`config.mk`:
```
export PLATFORM = sky130hd
export DESIGN_NAME = admx_ram
export DESIGN_NICKNAME = d
export VERILOG_FILES = /design/src/hdl/admx_ram.sv
export SDC_FILE = /design/constraint.sdc
export NUM_CORES = 2
export LEC_CHECK = 0
export BUFFER_PORTS_ARGS = -buffer_cell sky130_fd_sc_hd__buf_2
export CELL_PAD_IN_SITES_DETAIL_PLACEMENT = 0
export CELL_PAD_IN_SITES_GLOBAL_PLACEMENT = 1
export CORE_MARGIN = 2
export CORE_UTILIZATION = 56
export DETAILED_ROUTE_END_ITERATION = 16
export GPL_TIMING_DRIVEN = 1
export PLACE_DENSITY = 0.84
export SETUP_SLACK_MARGIN = 0.2
export SKIP_LAST_GASP = 1
export SYNTH_ARGS = -nofsm -noshare
export SYNTH_HDL_FRONTEND = slang
export SYNTH_SLANG_ARGS = --single-unit
```
`constraint.sdc`:
```
create_clock -name i_clk -period 2.8 [get_ports i_clk]
set_input_delay 0.14 -clock i_clk [delete_from_list [all_inputs] [get_ports i_clk]]
set_output_delay 0.14 -clock i_clk [all_outputs]
set_load 0.005 [all_outputs]
```
`src/hdl/admx_ram.sv`:
```
// admx_ram: generic simple dual-port ram, one write and one registered read
// no dependencies
`default_nettype none

module admx_ram #(
    parameter int WIDTH = 16,
    parameter int DEPTH = 256,
    parameter int AW    = (DEPTH > 1) ? $clog2(DEPTH) : 1
) (
    input  wire logic             i_clk,
    input  wire logic             i_we,
    input  wire logic [AW-1:0]    i_waddr,
    input  wire logic [WIDTH-1:0] i_wdata,
    input  wire logic [AW-1:0]    i_raddr,
    output logic      [WIDTH-1:0] o_rdata
);

    logic [WIDTH-1:0] r_mem [DEPTH];
    logic [WIDTH-1:0] r_rdata;

    always_ff @(posedge i_clk) begin
        if (i_we) begin
            r_mem[i_waddr] <= i_wdata;
        end
        r_rdata <= r_mem[i_raddr];
    end

    assign o_rdata = r_rdata;

endmodule

`default_nettype wire

```
==> run_results.csv <==
group,metric,value,unit
outcome,status,"completed",
die,initial_core_util,56.3,%
finish,drive_gt1_share,27.6,%
placement,placed_cells,11500,
grt,grt_remaining_overflow,0,
finish,fillerInstances,17700,
yosys,ys_async_sr_fraction,0,%
routing,wl_per_cell,34.6,um
clock_tree,cts_tree,"yes",
timing,slew_viol_final,0,
worst_setup_path,path_class,"reg2reg",
timing,finalClockSkew,50.4,ps
worst_hold_path,hp-class,"in2reg",
worst_setup_path,rrSetupSlack,200,ps
timing,period_needed,2600,ps
power_and_ir_drop,p_int,102,mW
placement,gp_congestion,0.916,
timing,relSlewSlack,23.5,%
grt,antenna_found_initial,28,
grt,grtUsageMet1,40.1,%
timing,finalSetupViolCount,0,
routing,ant_nets,0,
yosys,synthCells,7360,
finish,final_cells,12200,
grt,grt_pass1_vias,82200,
power_and_ir_drop,switching_power,27.2,mW
timing,finalWorstSetupSlack,203,ps
yosys,synth_top_flop_cell,"edfxtp_1",
yosys,synth_seq_cells,4112,
grt,grt_max_degree,108,
clock_tree,cts_sinks,4112,
timing,rsz0062_at_grt,"true",
worst_setup_path,critPathRequiredTime,3580,ps
timing,tightest_slew,1140,ps
timing,min_period_over_period,92.8,%
yosys,synth.net_count,7394,
die,ioPinCount,50,
power_and_ir_drop,clockPowerShare,42.1,%
worst_setup_path,cp-start-kind,"flip-flop",
job,cap_viol_max_count,0,
placement,place_ws,-557,ps
placement,io_buffers,49,
routing,viasPerCell,6.79,
power_and_ir_drop,leakage,59.0,nW
worst_setup_path,cp-end-kind,"flip-flop",
yosys,syn_avg_cell_area,21.6,um2
placement,place_hpwl,250,mm
routing,dr.pass1.iters,8,
yosys,synth_edf_count,4096,
clock_tree,htree_levels,5,
clock_tree,cts.clk_slew.worst_paths,70,ps
power_and_ir_drop,swShare,21.0,%
timing,finalHoldViolations,0,
routing,wirelength,424,mm
worst_setup_path,critPathMaxFanout,1,
routing,via_count,83100,
clock_tree,clock_latency,920,ps
yosys,ys_warn_count,0,
die,row_count,195,
grt,top_usage_layer,"met2",
routing,route.detailed.drc,0,
power_and_ir_drop,pwr-share-seq,52.5,%
finish,syn_to_final_growth,15.0,%
timing,fmax,0.385,GHz
finish,multi_input_area,32900,um2
die,die_w,536,um
die,die_height,536,um
power_and_ir_drop,vdd_ir_drop_max,0.664,mV
clock_tree,cts_max_path_buffers,4,
grt,grtUsageMet2,45.5,%
routing,drt_iter0_drc,13600,
finish,fin_util,64.7,%
finish,seq_area,123000,um2
power_and_ir_drop,power,129,mW
clock_tree,cts_buffers,395,
yosys,syn_area,159000,um2
clock_tree,clock-root-buffer,"clkbuf_16",
die,dieArea,288000,um2
yosys,ys_seq_area_share,77.7,%
grt,grt_pass1_wl,601,mm
die,coreArea,282000,um2
power_and_ir_drop,pwr-share-comb,5.3,%
power_and_ir_drop,cellPowerDensity,709,nW/um2
finish,nets,8205,
grt,grt_use_met3,7.37,%
clock_tree,postCtsSetupBuffers,0,
finish,fin_area,183000,um2
placement,placed_cell_area,169000,um2
yosys,synth_cell_types,52,
worst_setup_path,worstPathArrival,3380,ps
grt,grtUsageTotal,29.4,%
## cells in the final DEF, fill, tap and decap left out, drive strengths merged, types with 16 or more instances in the layout
cell type,synthesis,routed
edfxtp,4096,4096
buf,222,846
mux4,797,797
mux2i,565,565
clkbuf,230,476
nor2,304,304
o221ai,253,253
a21oi,175,175
clkinv,0,160
o22ai,148,148
nor3,92,92
mux2,88,88
bufinv,0,57
a22oi,43,43
nand2,38,38
o21ai,38,38
nand3,35,35
a22o,32,32
a221oi,28,28
nand4,26,26
o32ai,21,21
dlygate4sd3,0,20
a211oi,18,18
nor4,18,18
o31ai,16,16
dfxtp,16,16
## per-stage QoR
step	hold WS (ps)	TNS, ps
after CTS	17.8	0
after detailed placement	571	-4270
after floorplan	239	0
after global routing	64.7	0
after global placement	559	-3760
final	69.5	0
## worst paths after layout
check	start	endpoint	cells past startpoint
worst max-delay path	r_mem[54][5]	o_rdata[5]	6
worst min-delay path	i_waddr[0]	r_mem[155][2]	4
worst max register to register	r_mem[54][5]	o_rdata[5]	6
worst min register to register	r_mem[194][9]	o_rdata[9]	6
## cells by family after synthesis
group | Yosys count | share of synthesized area [%]
AO/OA/AOI/OAI | 786 | 3.54
multiplexers | 1450 | 15.5
buffers and inverters | 456 | 1.69
AND/OR/NAND/NOR | 556 | 1.57
flip-flops | 4112 | 77.7
## state kept, by name, summed over array words and instances (netlist names)
register,count
r_mem,4096
o_rdata,16
## per-layer routing
metal  up-vias  wire length (um)  share of wire, %
met5         -               159             0.037
met4        24             20800               4.9
met3       901             52500                12
met2      6033            201000                47
met1     43300            150000                35
li1      32900                 -                 -
## cell usage after synthesis, types with 2 or more instances
| library cell | number | area (um2) |
|---|---|---|
| or2_2 | 4 | 25.0 |
| a21oi_1 | 175 | 876 |
| buf_2 | 76 | 380 |
| mux2i_1 | 565 | 5660 |
| nand4b_1 | 3 | 26.3 |
| nand2_1 | 38 | 143 |
| o22ai_1 | 148 | 926 |
| a211oi_1 | 18 | 135 |
| a21o_1 | 2 | 15.0 |
| a2111oi_0 | 6 | 52.6 |
| a31oi_1 | 6 | 37.5 |
| mux4_2 | 797 | 17900 |
| o21ai_0 | 37 | 185 |
| and3_1 | 11 | 68.8 |
| clkbuf_1 | 230 | 863 |
| or3_1 | 2 | 12.5 |
| o221ai_1 | 252 | 2210 |
| nand2b_1 | 3 | 18.8 |
| nor2b_1 | 9 | 56.3 |
| nor4_1 | 17 | 106 |
| o31ai_1 | 16 | 120 |
| o32ai_1 | 20 | 175 |
| nor3_1 | 92 | 460 |
| and4_1 | 2 | 17.5 |
| a221oi_1 | 28 | 245 |
| nand3_1 | 35 | 175 |
| nor4bb_1 | 2 | 20.0 |
| a22oi_1 | 43 | 323 |
| inv_1 | 3 | 11.3 |
| buf_6 | 77 | 867 |
| nor2_1 | 304 | 1140 |
| dfxtp_1 | 16 | 320 |
| a22o_1 | 32 | 280 |
| nand4_1 | 26 | 163 |
| buf_12 | 5 | 100 |
| buf_1 | 27 | 101 |
| mux2_2 | 88 | 991 |
| buf_4 | 26 | 195 |
| edfxtp_1 | 4096 | 123000 |
| buf_8 | 11 | 165 |
## critical path, cell delays in order, from the launching register on
cell	delay [ps]
edfxtp_1	410
mux4_2	510
mux4_2	490
a22o_1	420
o32ai_1	310
buf_4	210
nor4_1	70
## final cells by class
class	instances	share of cell area (%)
flip-flops and latches	4112	67.5
multi-input cells	2792	18.0
clock buffers	476	5.70
repair buffers	866	4.64
well taps	3743	2.57
clock inverters	242	1.52
inverters	4	0.0151
diodes	9	0.0123
## power groups by stage
stage | clock (mW) | combinational, mW | sequential, mW
final | 54.5 | 6.91 | 68.0
after global routing | 57.2 | 7.14 | 67.9
after CTS | 54.9 | 6.81 | 68.0
after detailed placement | 0 | 6.70 | 69.3
after global placement | 0 | 6.54 | 69.3
after floorplan | 0 | 3.35 | 69.2
## what timing repair did
action                                 in CTS  in global routing
endpoints found under the hold margin    2152                  0
resized for setup                           3                  3
setup endpoints to repair                   2                  3
hold buffers                               20                  0
(Power assumes the default switching activity.)
