### config.mk
export PLATFORM = sky130hd
export DESIGN_NAME = admx_mac
export DESIGN_NICKNAME = d
export VERILOG_FILES = /design/src/hdl/admx_pkg.sv /design/src/hdl/admx_mac.sv
export SDC_FILE = /design/constraint.sdc
export NUM_CORES = 1
export LEC_CHECK = 0
export BUFFER_PORTS_ARGS = -buffer_cell sky130_fd_sc_hd__buf_4
export CORE_MARGIN = 1
export CORE_UTILIZATION = 25
export DETAILED_ROUTE_END_ITERATION = 8
export PLACE_DENSITY_LB_ADDON = 0.2
export REMOVE_ABC_BUFFERS = 1
export SLEW_MARGIN = 15
export SYNTH_ARGS = -nofsm -noshare
export SYNTH_HDL_FRONTEND = slang
export SYNTH_SLANG_ARGS = --single-unit
### constraint.sdc
create_clock -name i_clk -period 8.6 [get_ports i_clk]
set_input_delay 0 -clock i_clk [delete_from_list [all_inputs] [get_ports i_clk]]
set_output_delay 0 -clock i_clk [all_outputs]
set_load 0.01 [all_outputs]
### src/hdl/admx_pkg.sv
// admx_pkg: shared sizes, codes, types and the round/saturate helper
// for the ambisonics demixing block; used by every file in hdl/ but admx_ram
`default_nettype none

package admx_pkg;

    localparam int MAX_OUT_CHANNELS = 16;
    localparam int MAX_IN_COLUMNS   = 16;
    localparam int SAMPLE_BITS      = 24;
    localparam int COEF_BITS        = 16;
    localparam int COEF_DEPTH       = 256;
    localparam int COEF_AW          = $clog2(COEF_DEPTH);

    localparam int OP_BITS      = 2;
    localparam int INDEX_BITS   = 8;
    localparam int MAP_BITS     = 8;
    localparam int CFG_W        = 5;
    localparam int CFG_IDX_W    = 2;
    localparam int CNT_BITS     = 5;
    localparam int OUT_CH_BITS  = 4;

    localparam int COL_W = (MAX_IN_COLUMNS > 1) ? $clog2(MAX_IN_COLUMNS) : 1;
    localparam int ROW_W = (MAX_OUT_CHANNELS > 1) ? $clog2(MAX_OUT_CHANNELS) : 1;

    localparam int ACC_W  = SAMPLE_BITS + COEF_BITS + COL_W;
    localparam int FRAC   = COEF_BITS - 1;
    localparam int SH_W   = ACC_W + 1 - FRAC;

    localparam int IN_TDATA_W  = ((INDEX_BITS + COEF_BITS + MAP_BITS + SAMPLE_BITS + 7) / 8) * 8;
    localparam int OUT_TDATA_W = ((OUT_CH_BITS + SAMPLE_BITS + 7) / 8) * 8;

    // input tdata field offsets, lowest first
    localparam int IDX_LSB  = 0;
    localparam int COEF_LSB = IDX_LSB + INDEX_BITS;
    localparam int MAP_LSB  = COEF_LSB + COEF_BITS;
    localparam int SMP_LSB  = MAP_LSB + MAP_BITS;

    localparam logic [MAP_BITS-1:0] SILENT_ENTRY = MAP_BITS'(255);
    localparam logic [CNT_BITS-1:0] CNT_MAX      = '1;
    localparam int                  DRAIN_LAST   = 2;

    localparam logic [OP_BITS-1:0] OP_SAMPLE = 2'd0;
    localparam logic [OP_BITS-1:0] OP_COEF   = 2'd1;
    localparam logic [OP_BITS-1:0] OP_MAP    = 2'd2;

    localparam logic [1:0] MODE_PASS = 2'd0;
    localparam logic [1:0] MODE_MONO = 2'd1;
    localparam logic [1:0] MODE_PROJ = 2'd2;

    localparam logic [CFG_IDX_W-1:0] REG_MODE    = 2'd0;
    localparam logic [CFG_IDX_W-1:0] REG_OUT_CH  = 2'd1;
    localparam logic [CFG_IDX_W-1:0] REG_IN_COLS = 2'd2;

    localparam logic signed [SH_W-1:0] SAT_HI = SH_W'((64'sd1 <<< (SAMPLE_BITS - 1)) - 64'sd1);
    localparam logic signed [SH_W-1:0] SAT_LO = SH_W'(-(64'sd1 <<< (SAMPLE_BITS - 1)));
    localparam logic signed [ACC_W:0]  ROUND_BIAS = (ACC_W + 1)'(64'sd1 <<< (FRAC - 1));

    typedef enum logic [1:0] {
        ST_LOAD,
        ST_SWEEP,
        ST_DRAIN,
        ST_OUT
    } t_state;

    typedef struct packed {
        logic clear;
        logic valid;
    } t_mac_ctrl;

    // round half up, floor shift, saturate to the sample range
    function automatic logic signed [SAMPLE_BITS-1:0] round_sat(
        input logic signed [ACC_W-1:0] acc
    );
        logic signed [ACC_W:0]  biased;
        logic signed [SH_W-1:0] shifted;
        begin
            biased  = $signed({acc[ACC_W-1], acc}) + ROUND_BIAS;
            shifted = biased[ACC_W:FRAC];
            if (shifted > SAT_HI) begin
                round_sat = SAT_HI[SAMPLE_BITS-1:0];
            end else if (shifted < SAT_LO) begin
                round_sat = SAT_LO[SAMPLE_BITS-1:0];
            end else begin
                round_sat = shifted[SAMPLE_BITS-1:0];
            end
        end
    endfunction

endpackage

`default_nettype wire

### src/hdl/admx_mac.sv
// admx_mac: registered multiply then accumulate for one matrix row
// depends on admx_pkg
`default_nettype none

module admx_mac (
    input  wire logic                                   i_clk,
    input  wire logic                                   i_rst_n,
    input  wire admx_pkg::t_mac_ctrl                    i_ctrl,
    input  wire logic signed [admx_pkg::SAMPLE_BITS-1:0] i_sample,
    input  wire logic signed [admx_pkg::COEF_BITS-1:0]   i_coef,
    output logic signed      [admx_pkg::ACC_W-1:0]       o_acc
);

    localparam int PROD_W = admx_pkg::SAMPLE_BITS + admx_pkg::COEF_BITS;

    logic signed [PROD_W-1:0]          r_prod;
    logic                              r_prod_vld;
    logic signed [admx_pkg::ACC_W-1:0] r_acc;

    always_ff @(posedge i_clk) begin
        if (!i_rst_n) begin
            r_prod_vld <= 1'b0;
        end else begin
            r_prod_vld <= i_ctrl.valid;
        end
    end

    always_ff @(posedge i_clk) begin
        r_prod <= i_sample * i_coef;
        if (i_ctrl.clear) begin
            r_acc <= '0;
        end else if (r_prod_vld) begin
            r_acc <= r_acc + admx_pkg::ACC_W'(r_prod);
        end
    end

    assign o_acc = r_acc;

endmodule

`default_nettype wire

==> metrics.md, run 1 <==
| Metric | Value |
|---|---|
| Layout filler cell count | ~7.7k |
| CP Capture Type | flop |
| Asr flop ratio synth | 0 |
| Antenna Violating Nets Remaining | 0 |
| # rows | between 90 and 100 |
| Status | finished clean |
| Clock Latency Late Sink | between 0.3 and 0.4 ns |
| RSZ-0062 raised after global routing | no |
| Worst Setup EP | r_prod[39]$_DFF_P_ |
| Global-route wire length before repair | roughly 80,000 µm |
| R2R depth | 12 |
| Final net count | about 2.6k |
| Worst-path clk slew | around 0.070 ns |
| Vias in the first global route | around 15k |
| Crit-path max FO | 24 |
| Top cell type's share of synthesized area | 0.410 |
| WP data required | 8.84 ns |
| TritonCTS clock tree | yes |
| FF/Latch Area | approximately 0.0017 mm² |
| Ports | 88 |
| Post-synthesis sequential area ratio | 0.0930 |
| Worst Path Arrival | between 6 and 7 ns |
| Routed WL | 48,200 µm |
| GPL Wtd Cong | approximately 0.8 |
| Leading area contributor after synthesis | fa_1 |
| CTS resizes | 0 |
| Area contributors post-synth | fa_1 41%, ha_1 9.6%, dfxtp_1 9.3% |
| CTS max path bufs | 2 |
| Final clock skew | roughly 0.017 ns |
| Area Growth Syn to Fin | 10.5% |
| CTS Buf Count | 9 |
| WL per Instance | about 16 µm |
| All-Layer GR Usage | 0.134 |
| Post-synthesis cell area | 0.0183 mm² |
| DRC violations left | 0 |
| Top-count cell post-synth | inv_1 |
| Vias/cell | ~4.4 |
| H-tree Lvls | 3 |
| Fraction of layout cells with a size suffix above 1 | 0.0550 |
| Largest net degree at the start of global routing | slightly below 60 |
| HP Class | primary input to flop |
| CP startpoint kind | primary input |
| Critical path class | primary input to flop |
| Worst Tran Pin Value | ~0.85 ns |
| DRT Pass-1 Iters | 5 |
| Die Y | ~270 µm |
| Core area | around 0.072 mm² |
| Mapped Cells | between 2k and 2.5k |
| Post-synth cell types | approximately 60 |
| Clock sinks | between 80 and 90 |
| CP Launch Point | i_coef[7] |
| Max Freq | around 0.16 GHz |
| Initial antenna violation count | 1 |
| Number of port buffers | 87 |
| RR Startpoint | o_acc[4]$_SDFFE_PP0P_ |
| Die area | approximately 0.074 mm² |
| Commonest cells post-synth | 438 x inv_1, 375 x fa_1, 239 x nand2_1, 158 x and2_1, 141 x ha_1 |
| Final Instance Area | between 0.02 and 0.025 mm² |
| Vias | approximately 13k |
| Period Utilization, post-route | 0.744 |
| Starting density of the core | 0.254 |
| Synth warnings | 0 |
| Avg Inst Size Synth | between 8 and 9 µm² |
| Flop2flop setup slack | slightly below 5 ns |
| Slew HR | 0.436 |
| Placed Instance Area | about 0.02 mm² |
| Top FF cell, synth | dfxtp_1 |
| Pins Over Slew Limit | 0 |
| #FFs+latches synth | 85 |
| RR Endpoint | o_acc[37]$_SDFFE_PP0P_ |
| CTS root buffer | clkbuf_16 |
| Post-route setup TNS | 0 ns |
| Max-Cap Viols | 0 |
| # setup viols final | 0 |
| Area of the multi-input gates | about 0.015 mm² |
| Drt initial violations | 550 |
| Post-route minimum period | approximately 6.4 ns |
| Post-synth EDFFs | 0 |
| Total congestion overflow | 0 |
| Die X | 272 µm |
| Final hold vios | 0 |
| DP Wirelength | a little over 40,000 µm |
## per-stage QoR
| step | setup WS (ns) | util | instances | hold slack (ns) |
|---|---|---|---|---|
| after CTS | 2.17 | 0.281 | 3023 | 0.00804 |
| after global placement | 1.80 | 0.276 | 3005 | 0.215 |
| after floorplan | 2.91 | - | 1966 | 0.0724 |
| after global routing | 1.82 | 0.281 | 3023 | 0.00776 |
| after detailed placement | 1.80 | 0.276 | 3005 | 0.211 |
| final | 2.20 | 0.281 | 3024 | 0.0292 |
## what timing repair did
| item | in CTS | in global routing |
|---|---|---|
| setup buffers | 0 | 0 |
| hold endpoints to repair | 1 | 0 |
| hold buffers | 2 | 0 |
## worst max-delay path: stages
cell      delay (ns)
buf_4           0.29
nand2_1         0.13
fa_1            0.55
inv_1           0.06
fa_1            0.50
inv_1           0.06
fa_1            0.56
inv_1           0.06
fa_1            0.46
fa_1            0.49
inv_1           0.05
fa_1            0.48
inv_1           0.04
ha_1            0.37
nand3_1         0.18
a211o_1         0.30
a31o_1          0.21
a31oi_1         0.36
a31oi_1         0.22
a211oi_1        0.44
a221o_1         0.27
o211a_1         0.21
nand2_1         0.07
o21ai_1         0.16
xnor2_1         0.09
## kinds of logic after synthesis
kind of cell    count (synthesis)  synth area share
compound gates                243            0.0889
fa+ha+maj                     516             0.507
xor+xnor                       79            0.0378
mux                            34            0.0186
buf+inv                       512             0.105
simple gates                  570             0.150
flops                          85            0.0930
## layout by cell type (no fill, tap or decap), types with 21 or more instances in the layout
cell,instances
fa_1,375
ha_1,141
xor2_1,21
a21o_1,52
nand2_1,239
and2_1,158
inv_1,438
a21oi_1,65
xnor2_1,58
o21ai_0,29
buf_4,89
nor2_1,90
mux2i_1,34
dfxtp_1,84
## worst min-delay path by stage
stage,from,to,slack [ns],depth (start not counted)
2_1_floorplan,i_ctrl[1],o_acc[0]$_SDFFE_PP0P_,0.07,1
3_3_place_gp,i_rst_n,r_prod_vld$_SDFF_PN0_,0.22,2
3_5_place_dp,i_rst_n,r_prod_vld$_SDFF_PN0_,0.21,2
4_1_cts,i_sample[0],r_prod[0]$_DFF_P_,0.008,2
5_1_grt,i_sample[0],r_prod[0]$_DFF_P_,0.008,2
6_report,i_sample[0],r_prod[0]$_DFF_P_,0.03,2
## area by class of cell
class | count | share of cell area
Antenna cell | 1 | 0.000124
Clock buffer | 9 | 0.0111
Clock inverter | 7 | 0.00458
Inverter | 439 | 0.0815
Multi-Input combinational cell | 1442 | 0.726
Sequential cell | 85 | 0.0842
Tap cell | 950 | 0.0588
Timing Repair Buffer | 91 | 0.0340
## layer usage
metal	part of all wire	vias to the layer above	track usage	routed length, µm
met1	0.43	6841	0.164	20500
met2	0.53	196	0.247	25400
met3	0.026	53	0.0147	1280
met5	0	-	0	0
met4	0.021	0	0.0334	1020
li1	-	6297	-	-
## sequential cells by signal (all words and copies together) (netlist names)
register    flops
o_acc          44
r_prod         40
r_prod_vld      1
Power of run 1 is not shown: default switching activity piles up to over one toggle a cycle in this logic, so the estimate is an artifact.
==> inputs of run 2 (changes only) <==
==> constraint.sdc (replaced) <==
create_clock -name i_clk -period 5.85 [get_ports i_clk]
set_input_delay 0 -clock i_clk [delete_from_list [all_inputs] [get_ports i_clk]]
set_output_delay 0 -clock i_clk [all_outputs]
set_load 0.01 [all_outputs]
==> run 2 against run 1 <==
Global-route usage is 0.26 points higher. Worst hold slack better by 0.053 ns. Cell count is 5.1% higher. Register-to-register slack worse by 2.8 ns. Clock skew is 0.0076 ns lower. Cell area is 6.1% higher. Worst setup slack worse by 2.0 ns. Non-clock buffer count is 153 higher. First-iteration DRC count is 3.3% lower. Count of clock-buffer cells in the layout is 1 higher. Critical path depth is 1 higher. Wire length is 2.5% higher. Largest cell class unchanged. Highest routed layer unchanged.
==> metrics.md, run 2 (synthesis gave the netlist of run 1 again) <==
| Metric | Value |
|---|---|
| Status | finished clean |
| H-tree Lvls | 3 |
| Clock sinks | 85 |
| Period Utilization, post-route | 0.965 |
| TritonCTS clock tree | yes |
| # setup viols final | 0 |
| Antenna Violating Nets Remaining | 0 |
| Dpl cells | between 3k and 4k |
| Max Freq | around 0.18 GHz |
| Max reg flops | 44 |
| Drt initial violations | around 530 |
| Routed WL | around 50,000 µm |
| Die area | 0.0742 mm² |
| WL per Instance | about 16 µm |
| Crit-path max FO | 9 |
| Ports | 88 |
| GPL Wtd Cong | ~0.80 |
| Critical path's most frequent cell | fa_1 |
| CTS Buf Count | 9 |
| Slowest cell on crit path | fa_1 |
| Largest net degree at the start of global routing | 58 |
| Core area | 0.0720 mm² |
| Die Y | 272 µm |
| Delay of the slowest critical-path stage | between 0.5 and 0.6 ns |
| DP Wirelength | approximately 44,000 µm |
| Post-route minimum period | approximately 5.6 ns |
| Kind of cell adding the most delay to the critical path | adder cells |
| Worst Tran Pin Value | between 0.8 and 0.9 ns |
| Post-route setup TNS | 0 ns |
| Initial antenna violation count | 0 |
| Max-Cap Viols | 0 |
| Vias/cell | 4.35 |
| Critical path class | primary input to flop |
| All-Layer GR Usage | 0.136 |
| Worst-path clk slew | 0.07 ns |
| Fraction of layout cells with a size suffix above 1 | 0.125 |
| CTS root buffer | clkbuf_16 |
| Final std cells w/o fill | between 3k and 4k |
| Global-route wire length before repair | 80,400 µm |
| HP Class | primary input to flop |
| Area Growth Syn to Fin | 17.3% |
| Final net count | 2,781 |
| Final clock skew | between 0.009 and 0.01 ns |
| R2R depth | 14 |
| Final hold vios | 0 |
| RSZ-0062 raised after global routing | yes |
| Commonest non-fill, non-tap cells in the layout | 438 x inv_1, 375 x fa_1, 239 x nand2_1 |
| Worst Path Arrival | 5.91 ns |
| # rows | just under 100 |
| Total congestion overflow | 0 |
| DRT Pass-1 Iters | 5 |
| Vias in the first global route | 14.9k |
| Starting density of the core | 0.254 |
| Most common cell after layout, fill and taps aside | inv_1 |
| WP buf/inv | 7 |
| Vias | ~14k |
| Clock Latency Late Sink | approximately 0.35 ns |
| Pins Over Slew Limit | 0 |
| DRC violations left | 0 |
| Critical path depth | 26 |
| Cells on Worst Hold Path | 2 |
| CP Capture Type | flop |
| CTS max path bufs | 2 |
| WP data required | slightly above 6 ns |
| Die X | between 200 and 300 µm |
| Number of port buffers | 87 |
| CP startpoint kind | primary input |
| Slew HR | 0.430 |
## run 2: metrics by stage
step	area (µm²)	setup WS [ns]	hold slack (ns)	utilization
floorplan	18000	0.164	0.0724	-
global placement	21000	-0.322	0.207	0.292
detailed placement	21000	-0.328	0.208	0.292
CTS	21300	0.0306	0.0786	0.296
global route	21400	-0.0116	0.0896	0.298
finish	21400	0.207	0.0818	0.298
## run 2: worst paths after layout
check / from / slack (ns) / end
worst max-delay path: i_coef[4] / 0.21 / r_prod[37]$_DFF_P_
worst min register to register: o_acc[29]$_SDFFE_PP0P_ / 0.51 / o_acc[29]$_SDFFE_PP0P_
worst min-delay path: i_coef[0] / 0.08 / r_prod[0]$_DFF_P_
worst max register to register: o_acc[0]$_SDFFE_PP0P_ / 2.14 / o_acc[34]$_SDFFE_PP0P_
## run 2: layout make-up
class	instances	area, µm²
sequential	85	1700
fill	7646	50500
antenna	2	5.00
clock buffer	10	229
tap	950	1190
multi-input combinational	1442	14700
inverter	439	1650
timing repair buffer	244	1910
clock inverter	6	46.3
## run 2: metal layers
metal  track usage  vias to the layer above  part of all wire
li1              -                     6601                 -
met1         0.182                     7048              0.46
met2         0.246                      158              0.52
met3        0.0109                       19             0.020
met4        0.0142                        0            0.0061
met5             0                        -                 0
## run 2: repair_timing
action	in CTS	in global routing
setup buffers	0	1
endpoints found under the hold margin	1	0
setup endpoints to repair	0	9
hold buffers	2	0
resized for setup	0	25
Power of run 2 is left out for the same reason.
