## config.mk

```make
export PLATFORM = sky130hd
export DESIGN_NAME = admx_cell
export DESIGN_NICKNAME = d
export VERILOG_FILES = /design/src/hdl/admx_pkg.sv /design/src/hdl/admx_cell.sv
export SDC_FILE = /design/constraint.sdc
export NUM_CORES = 1
export LEC_CHECK = 0
export BUFFER_PORTS_ARGS = -buffer_cell sky130_fd_sc_hd__buf_2
export CAP_MARGIN = 25
export CORE_MARGIN = 4
export CORE_UTILIZATION = 44
export CTS_CLUSTER_SIZE = 12
export DETAILED_ROUTE_END_ITERATION = 12
export GPL_TIMING_DRIVEN = 0
export PLACE_DENSITY_LB_ADDON = 0.12
export SLEW_MARGIN = 10
export SYNTH_ARGS = -nofsm -noshare
export SYNTH_HDL_FRONTEND = slang
export SYNTH_SLANG_ARGS = --single-unit
```

## constraint.sdc

```tcl
create_clock -name i_clk -period 3.5 [get_ports i_clk]
set_input_delay 0.7 -clock i_clk [delete_from_list [all_inputs] [get_ports i_clk]]
set_output_delay 0.7 -clock i_clk [all_outputs]
set_load 0.02 [all_outputs]
```

## src/hdl/admx_pkg.sv

```systemverilog
// admx_pkg: shared sizes, codes, types and the round/saturate helper
// for the ambisonics demixing block; used by every file in hdl/ but admx_ram
`default_nettype none

package admx_pkg;

    localparam int MAX_OUT_CHANNELS = 16;
    localparam int MAX_IN_COLUMNS   = 16;
    localparam int SAMPLE_BITS      = 24;
    localparam int COEF_BITS        = 16;
    localparam int COEF_DEPTH       = 256;
    localparam int COEF_AW          = $clog2(COEF_DEPTH);

    localparam int OP_BITS      = 2;
    localparam int INDEX_BITS   = 8;
    localparam int MAP_BITS     = 8;
    localparam int CFG_W        = 5;
    localparam int CFG_IDX_W    = 2;
    localparam int CNT_BITS     = 5;
    localparam int OUT_CH_BITS  = 4;

    localparam int COL_W = (MAX_IN_COLUMNS > 1) ? $clog2(MAX_IN_COLUMNS) : 1;
    localparam int ROW_W = (MAX_OUT_CHANNELS > 1) ? $clog2(MAX_OUT_CHANNELS) : 1;

    localparam int ACC_W  = SAMPLE_BITS + COEF_BITS + COL_W;
    localparam int FRAC   = COEF_BITS - 1;
    localparam int SH_W   = ACC_W + 1 - FRAC;

    localparam int IN_TDATA_W  = ((INDEX_BITS + COEF_BITS + MAP_BITS + SAMPLE_BITS + 7) / 8) * 8;
    localparam int OUT_TDATA_W = ((OUT_CH_BITS + SAMPLE_BITS + 7) / 8) * 8;

    // input tdata field offsets, lowest first
    localparam int IDX_LSB  = 0;
    localparam int COEF_LSB = IDX_LSB + INDEX_BITS;
    localparam int MAP_LSB  = COEF_LSB + COEF_BITS;
    localparam int SMP_LSB  = MAP_LSB + MAP_BITS;

    localparam logic [MAP_BITS-1:0] SILENT_ENTRY = MAP_BITS'(255);
    localparam logic [CNT_BITS-1:0] CNT_MAX      = '1;
    localparam int                  DRAIN_LAST   = 2;

    localparam logic [OP_BITS-1:0] OP_SAMPLE = 2'd0;
    localparam logic [OP_BITS-1:0] OP_COEF   = 2'd1;
    localparam logic [OP_BITS-1:0] OP_MAP    = 2'd2;

    localparam logic [1:0] MODE_PASS = 2'd0;
    localparam logic [1:0] MODE_MONO = 2'd1;
    localparam logic [1:0] MODE_PROJ = 2'd2;

    localparam logic [CFG_IDX_W-1:0] REG_MODE    = 2'd0;
    localparam logic [CFG_IDX_W-1:0] REG_OUT_CH  = 2'd1;
    localparam logic [CFG_IDX_W-1:0] REG_IN_COLS = 2'd2;

    localparam logic signed [SH_W-1:0] SAT_HI = SH_W'((64'sd1 <<< (SAMPLE_BITS - 1)) - 64'sd1);
    localparam logic signed [SH_W-1:0] SAT_LO = SH_W'(-(64'sd1 <<< (SAMPLE_BITS - 1)));
    localparam logic signed [ACC_W:0]  ROUND_BIAS = (ACC_W + 1)'(64'sd1 <<< (FRAC - 1));

    typedef enum logic [1:0] {
        ST_LOAD,
        ST_SWEEP,
        ST_DRAIN,
        ST_OUT
    } t_state;

    typedef struct packed {
        logic clear;
        logic valid;
    } t_mac_ctrl;

    // round half up, floor shift, saturate to the sample range
    function automatic logic signed [SAMPLE_BITS-1:0] round_sat(
        input logic signed [ACC_W-1:0] acc
    );
        logic signed [ACC_W:0]  biased;
        logic signed [SH_W-1:0] shifted;
        begin
            biased  = $signed({acc[ACC_W-1], acc}) + ROUND_BIAS;
            shifted = biased[ACC_W:FRAC];
            if (shifted > SAT_HI) begin
                round_sat = SAT_HI[SAMPLE_BITS-1:0];
            end else if (shifted < SAT_LO) begin
                round_sat = SAT_LO[SAMPLE_BITS-1:0];
            end else begin
                round_sat = shifted[SAMPLE_BITS-1:0];
            end
        end
    endfunction

endpackage

`default_nettype wire

```

## src/hdl/admx_cell.sv

```systemverilog
// admx_cell: one sample cell of the rotating sample ring
// depends on admx_pkg
`default_nettype none

module admx_cell (
    input  wire logic                                  i_clk,
    input  wire logic                                  i_load,
    input  wire logic signed [admx_pkg::SAMPLE_BITS-1:0] i_load_data,
    input  wire logic                                  i_shift,
    input  wire logic signed [admx_pkg::SAMPLE_BITS-1:0] i_shift_data,
    output logic signed      [admx_pkg::SAMPLE_BITS-1:0] o_q
);

    logic signed [admx_pkg::SAMPLE_BITS-1:0] r_q;

    always_ff @(posedge i_clk) begin
        if (i_load) begin
            r_q <= i_load_data;
        end else if (i_shift) begin
            r_q <= i_shift_data;
        end
    end

    assign o_q = r_q;

endmodule

`default_nettype wire

```

==> results of run 1 <==
==> per-layer routing <==
layer  part of all wire  up-vias
met5                  0        -
met1               0.32      336
met2               0.58       36
li1                   -      356
met3               0.10        0
met4                  0        0
==> cell families (layout without fill, tap and decap cells) <==
family	after synthesis	in the layout	share of synthesized area
simple gates	1	1	0.00559
mux	24	24	0.305
flops	24	24	0.644
buf+inv	3	80	0.0458
==> worst min path at each step <==
stage                     start      end  slack, ps
6_report        i_shift_data[3]   o_q[3]        690
5_1_grt         i_shift_data[5]   o_q[5]        660
4_1_cts         i_shift_data[3]   o_q[3]        680
3_5_place_dp    i_shift_data[3]   o_q[3]       1000
3_3_place_gp   i_shift_data[16]  o_q[16]       1000
2_1_floorplan   i_load_data[10]  o_q[10]        920
==> metrics by stage <==
stage	instances	util	instance area, um^2	power [mW]	hold WS, ps
global route	159	0.631	1550	0.659	660
floorplan	52	-	1120	0.459	917
global placement	155	0.620	1520	0.516	1000
CTS	159	0.631	1550	0.635	680
detailed placement	155	0.620	1520	0.520	1000
finish	159	0.631	1550	0.627	691
==> power by group through the flow <==
stage / Sequential, mW / Combinational, mW / Clock [mW]
final: 0.360 / 0.151 / 0.117
after CTS: 0.360 / 0.153 / 0.122
after floorplan: 0.410 / 0.0489 / 0
after global routing: 0.363 / 0.160 / 0.136
after detailed placement: 0.367 / 0.152 / 0
after global placement: 0.366 / 0.150 / 0
==> final cells by class <==
type	count	share of cell area
repair buffers	73	0.236
flip-flops and latches	24	0.465
multi-input cells	25	0.225
clock inverters	1	0.00242
well taps	30	0.0242
plain buffers	3	0.0331
clock buffers	3	0.0145
==> cells in the final DEF, fill, tap and decap left out <==
| cell | count |
|---|---|
| sky130_fd_sc_hd__or2_1 | 1 |
| sky130_fd_sc_hd__mux2_2 | 5 |
| sky130_fd_sc_hd__buf_2 | 73 |
| sky130_fd_sc_hd__clkinv_1 | 1 |
| sky130_fd_sc_hd__buf_6 | 1 |
| sky130_fd_sc_hd__edfxtp_1 | 24 |
| sky130_fd_sc_hd__buf_12 | 2 |
| sky130_fd_sc_hd__clkbuf_4 | 3 |
| sky130_fd_sc_hd__mux2_4 | 19 |
==> results.txt, run 1 <==
Number of enable-type register cells in the synthesized netlist: 24. Setup total negative slack on the finished layout was measured at 0 ps. The routed design has 2.15 mm of wire. Timing would allow up to 555 MHz. The number of stages on the worst hold path works out to 2. The number of slew-limit violations in the final report was 0; the final clock period utilization by the worst path was 0.515.

The average routed wire per standard cell came out at 13.5 um. 0 antenna diodes ended up in the layout. The max-slew headroom at the worst pin is 0.338. Measured along the x axis, the die boundary spans 58.5 um. The worst setup path is captured at a flip-flop. The run gives 0.0329 as the met3 track demand over resource. The fraction of registers with async set/reset is 0. The critical path contains buffers and inverters numbering 2 combined. Clock tree synthesis selected as its root buffer the cell sky130_fd_sc_hd__clkbuf_4. The internal portion of the total power is 0.469 mW.

Yosys printed 0 warnings. For the initial standard-cell utilization of the core, the log shows 0.456. The most critical setup path has its startpoint at i_load. The delay of the slowest cell on the worst path works out to 770 ps. Most area-hungry cell type in the Yosys netlist: sky130_fd_sc_hd__edfxtp_1.

For the total count of hold-check failures in the final report, the log shows 0. Cell class contributing the biggest share of worst-path delay: simple AND/OR/NAND/NOR gates. Using the TritonRoute via totals, the vias-per-cell ratio works out to 4.58. Core area: 0.00245 mm^2. Global routing finished with a remaining overflow of 0. Walking the worst path, the cells encountered are buf_6 > buf_12 > or2_1.

Port buffering added 73 buffers. Of all nets on the critical path, the largest fanout is 24. For this design, the CTS-stage hold fixing added 0 buffers. The final weighted congestion in routability-driven placement was 0.670; the relative contribution of sequential cells to total power was 0.573. The static leakage came out at 0.749 nW.

The critical path ends at o_q[9]. The tools report the first-pass GRT wire length as 3.38 mm. The net count of the finished layout came out at 181. The switching power summed over all nets was 0.159 mW.

The min-delay analysis places its worst path in the category in2reg. After synthesis, the most frequently instantiated cells are sky130_fd_sc_hd__edfxtp_1, sky130_fd_sc_hd__mux2_4, sky130_fd_sc_hd__mux2_2, sky130_fd_sc_hd__buf_12. By instance count, the leading cell after synthesis is sky130_fd_sc_hd__edfxtp_1.

The number of antenna violations at the first check in global routing was 0; the required time at the endpoint of the critical path was 3440 ps. Once the clock tree was built, the resizer swapped 0 gates to a different size. The flow ran to the end, and the final reports show no timing, DRC or antenna violations. The logs give 6 for the number of distinct library cell variants in the gate-level netlist after synthesis and 721 um^2 for the footprint of the flip-flops and latches. For this run, the leading register cell type out of synthesis is sky130_fd_sc_hd__edfxtp_1. Detailed routing inserted a total of 728 vias. Synthesis produced 52 cells. Synthesis inferred 24 register bits. Measured slew at the worst slew-check pin: 993 ps. Post-CTS timing repair inserted 0 buffers for setup. The die covers 0.00342 mm^2. Setup slack on the critical path of the routed design comes to 1700 ps. The deepest level of the CTS H-tree is 1. IR analysis of the VDD net gives a maximum drop of 240 uV. Across the run, the number of max-cap violations was 0. In the routed design, unresolved DRC markers number 0. Counting the fill cells in the layout gives 201. The register with the most flip-flops in the layout has 24 of them. The number of nets in the synthesized netlist is 103. The total global routing track utilization was 0.133. The cell at the slowest stage of the critical path was sky130_fd_sc_hd__or2_1. The logs give 0.240 for the part of the power in combinational logic and 1740 ps for the arrival time reported for the critical path endpoint. The multi-input combinational cells in the finished layout cover a total of 348 um^2.

Share of Yosys cell area claimed by the top area cell type: 0.644. The synthesized netlist occupies a cell area of 0.00112 mm^2. Measured along the y axis, the die boundary spans 58.5 um. Setup repair after global routing left no endpoint under its margin. The tools report the met1 usage as 0.127.

The setup path with the least slack is of type in2reg. The I/O pin count is 75. The switching power share of the total was 0.253; the fraction of final layout cells with drive strength greater than 1 was 0.798. Setup violations remaining at the end of the flow were counted as 0. The tools report the part of the Yosys area used for sequential elements as 0.644. The global routing's busiest layer is met2.

TritonCTS built the clock tree. The areal power density over the cells was 405 mW/mm^2. In this run the core area contains 18 standard-cell rows.

Yosys attributes the largest share of cell area to sky130_fd_sc_hd__edfxtp_1, sky130_fd_sc_hd__mux2_4, sky130_fd_sc_hd__mux2_2, sky130_fd_sc_hd__buf_12, sky130_fd_sc_hd__buf_6. For the finished layout, the period the worst path requires is 1800 ps. For the number of global-route vias before repair, the log shows 801. The relative area change from synthesis to final layout was 38.3%; the violation count after the first detailed-route iteration was 3. The number of stages on the worst setup path works out to 3. In this run, CTS created clock tree buffers numbering 3.

The tools report the setup slack at placement as 1360 ps. Once detail routing completed, the nets flagged for antenna violations numbered 0. Dividing the synthesized area by the synthesized cell count gives 21.5 um^2. The clock transition at the registers of the reported paths came out at 120 ps. The part of the total power dissipated in the clock network was 0.187. The longest clock path from root to sink contains 2 buffers. The pre-antenna-repair detailed-routing pass consisted of 4 iterations. The worst setup path is launched from an input pin. The met2 track demand over resource was 0.270; the pin count of the biggest net entering global routing was 25. The run gives 24 as the number of clock sinks seen by CTS.
No activity file was read; power rests on OpenSTA's default activity.
==> inputs of run 2 (changes only) <==
CORE_ASPECT_RATIO = 0.5   (was default)
CORE_UTILIZATION = 41   (was 44)
clock period = 1.8 ns   (was 3.5 ns; I/O delays follow)
==> run 2 against run 1 <==
Combinational power up 95%. First-iteration DRC count rose to 7.3 times the previous value. Global-route usage down 1.7 points. Via count down 0.69%.
==> results.txt, run 2 (same netlist as run 1, synthesis figures left out) <==
Fraction of final layout cells with drive strength greater than 1: 0.800. Setup repair after global routing left no endpoint under its margin. Number of detailed-route iterations in the first pass: 4.

The run finished with clean final reports. The flip-flop count of the largest register after layout is 24, and the deepest level of the CTS H-tree is 1. Across the run, the number of max-cap violations was 0.

The measured slew at the worst slew-check pin is 378 ps. For this run, design rule violations remaining after detail routing come to 0. After routing the design area is 0.00159 mm^2. The largest voltage drop on the vdd net was 438 uV.

Counting the fill cells in the layout gives 227. Minimum clock period: 1230 ps. Once placement completed, the tool counted placed cells totaling 162. The path class of the tightest hold or removal check is in2reg. The clock transition at the registers of the reported paths came out at 80 ps. The areal power density over the cells came out at 812 mW/mm^2. Using the TritonRoute via totals, the vias-per-cell ratio works out to 4.33. The most common library cell in the layout ignoring fill and taps was sky130_fd_sc_hd__buf_2. In the layout the commonest cells are sky130_fd_sc_hd__buf_2, sky130_fd_sc_hd__edfxtp_1, sky130_fd_sc_hd__mux2_4. The relative area change from synthesis to final layout works out to 42.1%. The tools report the kind of end point of the critical path as a flip-flop.

The number of antenna diodes came out at 0. The final clock period utilization by the worst path came out at 0.685. Vertical extent of the die: 45.0 um. The die area came out at 0.00368 mm^2. Pin placement for this block handled 75 I/O pins. At the worst endpoint, the arrival time is 1200 ps. Counting both buffers and inverters, the worst setup path holds a total of 3. The region available for standard cell placement spans 0.00260 mm^2. The logs give 182 for the net count of the finished layout and 0 for the total count of hold-check failures in the final report.

The first routing iteration left 22 violations. The tools report the static leakage as 0.765 nW. In this design, the largest share of critical-path delay is due to buffers and inverters. In this run, post-CTS hold repair placed 0 buffers.

In this run, post-CTS repair resized a total of 0 instances. The worst setup path is of the in2reg kind. Post-CTS timing repair inserted 0 buffers for setup.

The tools report the initial standard-cell utilization of the core as 0.430. TritonCTS built the clock tree. The number of nets with antenna violations after detailed routing was 0.

The total global routing track utilization was 0.116. During placement, the flow inserted port buffers numbering 73. Traced cell by cell, the critical path runs through buf_6 > buf_12 > or2_1 > buf_8. Root buffer cell: sky130_fd_sc_hd__clkbuf_8. The logs give 25 for the pin count of the biggest net entering global routing and 701 for the number of global-route vias before repair. The via count of the routed design is 723, and the count of standard-cell rows is 13. The largest individual stage delay along the critical path comes from the cell sky130_fd_sc_hd__or2_1.

From left edge to right edge, the die measures 81.9 um. The run gives 1.99 mm as the total wirelength of the detailed-routed design. For the number of slew-limit violations in the final report, the log shows 0. Timing would allow up to 811 MHz.

In this run the worst path has a maximum fanout of 16. Number of antenna violations at the first check in global routing: 0. The first global-routing pass estimated 3.08 mm of wire.

The run gives 0.748 as the max-slew headroom at the worst pin. The area of placed instances came out at 0.00153 mm^2. The required time at the endpoint of the critical path came out at 1770 ps. Dividing the detail-routed wire length by the instance count gives 11.9 um.

The tools report the startpoint type of the worst setup path as an input pin. The number of clock buffers inserted by TritonCTS was 3; the maximum number of buffers from clock root to sink was 2. Setup violations remaining at the end of the flow were counted as 0. The number of clock sinks seen by CTS was 24. The final weighted congestion in routability-driven placement was 0.641. The delay of the slowest cell on the worst path was 340 ps; the total overflow reported by the global router was 0.

Once layout is complete, the cells apart from fillers number 167.
[run 2: cell count changes in the layout (fill, tap and decap cells not counted)]
cell                       before  now
sky130_fd_sc_hd__clkbuf_4       3    0
sky130_fd_sc_hd__clkbuf_8       0    3
sky130_fd_sc_hd__buf_8          0    1
[run 2: routing by layer]
| metal | up-vias | GRT usage | routed length [um] |
|---|---|---|---|
| met4 | 0 | 0.0497 | 0 |
| met3 | 0 | 0.0558 | 205 |
| met1 | 336 | 0.0948 | 609 |
| met2 | 31 | 0.236 | 1180 |
| li1 | 356 | - | - |
| met5 | - | 0 | 0 |
[run 2: final cells by class]
type                       count  area (um^2)  share of cell area
tap                           37         46.3              0.0291
timing repair buffer          74          380               0.239
buffer                         3         51.3              0.0322
multi-input combinational     25          348               0.219
sequential                    24          721               0.453
clock buffer                   3         41.3              0.0259
clock inverter                 1         3.75             0.00236
[run 2: path summary, 6_finish.rpt]
check                  startpoint      end  slack, ps  cells past startpoint
hold / removal    i_shift_data[7]   o_q[7]        400                      2
setup / recovery           i_load  o_q[21]        570                      4
[run 2: per-stage QoR]
step	util	setup WS (ps)	hold WS [ps]	total power, mW	TNS, ps
final	0.612	568	395	1.29	0
after global routing	0.612	516	381	1.36	0
after CTS	0.606	268	387	1.31	0
after detailed placement	0.588	-12.8	663	1.01	-277
after global placement	0.588	-24.6	661	1.00	-568
after floorplan	-	213	577	0.892	0
[run 2: where the power goes]
group,switching (mW),internal (mW)
Combinational,0.148,0.148
Clock,0.150,0.152
Sequential,0.0111,0.685
Total,0.308,0.985
==> inputs of run 3 (changes only) <==
CORE_UTILIZATION = 37   (was 41)
clock period = 1.02 ns   (was 1.8 ns; I/O delays follow)
==> run 3 against run 2 <==
Cell area increased by 3.7%. Combinational power increased by 94%. Critical path depth decreased by 3. Routed wire length increased by 8.7%. Final cell count decreased by 0.60%. Critical path type is now reg2out. Largest cell class unchanged. Highest routed layer is now met4.
==> results.txt, run 3 (same netlist as run 1, synthesis figures left out) <==
The run finished with clean final reports. Overall power consumption after layout is estimated at 2.36 mW. The number of clock buffers added by TritonCTS is 3. The clock transition at the registers of the reported paths is 80 ps, and the number of buffers and inverters on the critical path is 1. The number of I/O port buffers was 73; the core area was 0.00273 mm^2. Leaving out fill and tap cells, the most frequent cell in the layout is sky130_fd_sc_hd__buf_2.

In the layout the commonest cells are sky130_fd_sc_hd__buf_2, sky130_fd_sc_hd__edfxtp_1, sky130_fd_sc_hd__mux2_4. The logs give 0.525 for the relative contribution of sequential cells to total power and 810 ps for the arrival time reported for the critical path endpoint. The run gives 1 as the deepest level of the CTS H-tree.

The flip-flop count of the largest register after layout came out at 24. Across the VDD grid, the largest voltage drop is 797 uV. The number of global-route vias before repair was 746; the via count of the routed design was 724. Residual DRC count: 0. The number of clock sinks seen by CTS was 24. The areal power density over the cells came out at 1430 mW/mm^2. 75 I/O pins were placed.

For the finished layout, the period the worst path requires is 1010 ps. The startpoint identified for the worst hold timing path is i_shift_data[5]. Dividing the detail-routed via count by the number of cells gives 4.36. The pin count of the biggest net entering global routing was 25; the count of standard-cell rows was 13. STA classifies the critical path endpoint as a primary output. Traced cell by cell, the critical path runs through buf_6. The run gives 0 as the number of buffers inserted by hold repair at cts. The part of the total power dissipated in the clock network was 0.233. The path class of the tightest hold or removal check is in2reg.

The first routing iteration left 4 violations. The analysis attributes to cell leakage a power of 0.783 nW. Setup repair after global routing could not meet its margin everywhere. For this run, the slowest stage of the critical path takes 400 ps. Total wirelength of the detailed-routed design: 2.17 mm. The total overflow reported by the global router was 0. The final layout contains 181 nets. The tool flagged a number of max-cap violations equal to 0. The fraction of final layout cells with drive strength greater than 1 was 0.806. The max-slew headroom at the worst pin is 0.779. Measured along the y axis, the die boundary spans 46.9 um. The logs give 820 ps for the required time at the endpoint of the critical path and 0 for the total count of hold-check failures in the final report. The die width is 85.8 um, and the fill cell total of the finished layout is 236. The setup path with the least slack is of type reg2out. The run gives 0.678 as the final weighted congestion in routability-driven placement. The logs give 0 for the number of antenna diodes and 166 for the count of placed standard cells in the final layout, fillers left out.

On the critical path, the stage with the largest delay is an instance of sky130_fd_sc_hd__edfxtp_1. The first global-routing pass estimated 3.26 mm of wire. The final clock period utilization by the worst path was 0.991. At the pin with the least slew margin, the transition time is 331 ps. The total global routing track utilization is 0.109, and the average routed wire per standard cell is 13.0 um.

Switching power summed over all nets: 0.574 mW. The number of antenna violations at the first check in global routing was 0; the die area was 0.00402 mm^2. The area growth from synthesis to layout is 47.4%.

Setup violations remaining at the end of the flow were counted as 0. The tools report the number of detailed-route iterations in the first pass as 2. The run gives 989 MHz as the highest attainable clock frequency. The run gives 0 as the number of slew-limit violations in the final report. TritonCTS built the clock tree. In this run the remaining antenna-violating nets after routing total 0. Cell internal power was estimated by the tool at 1.79 mW. The switching power share of the total is 0.243, and the number of stages on the worst hold path is 2. Cell class contributing the biggest share of worst-path delay: flip-flops. For hold timing, the worst endpoint is o_q[5]. The part of the power in combinational logic came out at 0.242.

The startpoint type of the worst setup path was a flip-flop. Counting tap cells, the placed design contains a total of 162 instances. The maximum number of buffers from clock root to sink is 2. The tools report the initial standard-cell utilization of the core as 0.410.

The root buffer cell was sky130_fd_sc_hd__clkbuf_8. Critical-path maximum fanout: 1.
## run 3: cell type report
type                            instances  area, um^2  area share
Sequential cell                        24         721       0.437
Timing Repair Buffer                   73         428       0.259
Multi-Input combinational cell         25         350       0.212
Buffer                                  3        60.1      0.0364
Tap cell                               37        46.3      0.0281
Clock buffer                            3        41.3      0.0250
Clock inverter                          1        3.75     0.00227
## run 3: repair_timing
action	4_1_cts	5_1_grt
gates resized for setup	2	18
buffers inserted	0	0
gates cloned	0	0
endpoints found under the setup margin	1	11
## run 3: power groups by stage
stage          Combinational [mW]  Clock [mW]  Sequential, mW
3_5_place_dp                0.532           0            1.25
3_3_place_gp                0.524           0            1.25
4_1_cts                     0.538       0.565            1.23
6_report                    0.573       0.550            1.24
2_1_floorplan               0.174           0            1.41
5_1_grt                     0.613       0.599            1.25
## run 3: worst max-delay path by stage
stage           start  endpoint  slack, ps  cells past startpoint
2_1_floorplan  i_load    o_q[0]        -40                      3
5_1_grt        o_q[3]    o_q[3]        -20                      1
3_3_place_gp   i_load    o_q[5]       -110                      3
4_1_cts        o_q[8]    o_q[8]         -2                      1
3_5_place_dp   i_load    o_q[5]       -120                      3
6_report       o_q[8]    o_q[8]          9                      1
## run 3: routing by layer
layer | up-vias | GRT usage | wire [um]
li1 | 356 | - | -
met1 | 334 | 0.0968 | 639
met2 | 32 | 0.231 | 1290
met3 | 2 | 0.0543 | 214
met4 | 0 | 0.0189 | 18
met5 | - | 0 | 0
## run 3: through the flow
| step | util | hold slack, ps | setup TNS [ps] | setup WS (ps) | cell area (um^2) |
|---|---|---|---|---|---|
| after floorplan | - | 421 | -992 | -41.3 | 1130 |
| after global placement | 0.565 | 504 | -2720 | -114 | 1540 |
| after detailed placement | 0.565 | 508 | -2960 | -124 | 1540 |
| after CTS | 0.583 | 234 | -2.45 | -2.45 | 1590 |
| after global routing | 0.604 | 232 | -116 | -21.0 | 1650 |
| final | 0.604 | 234 | 0 | 8.90 | 1650 |
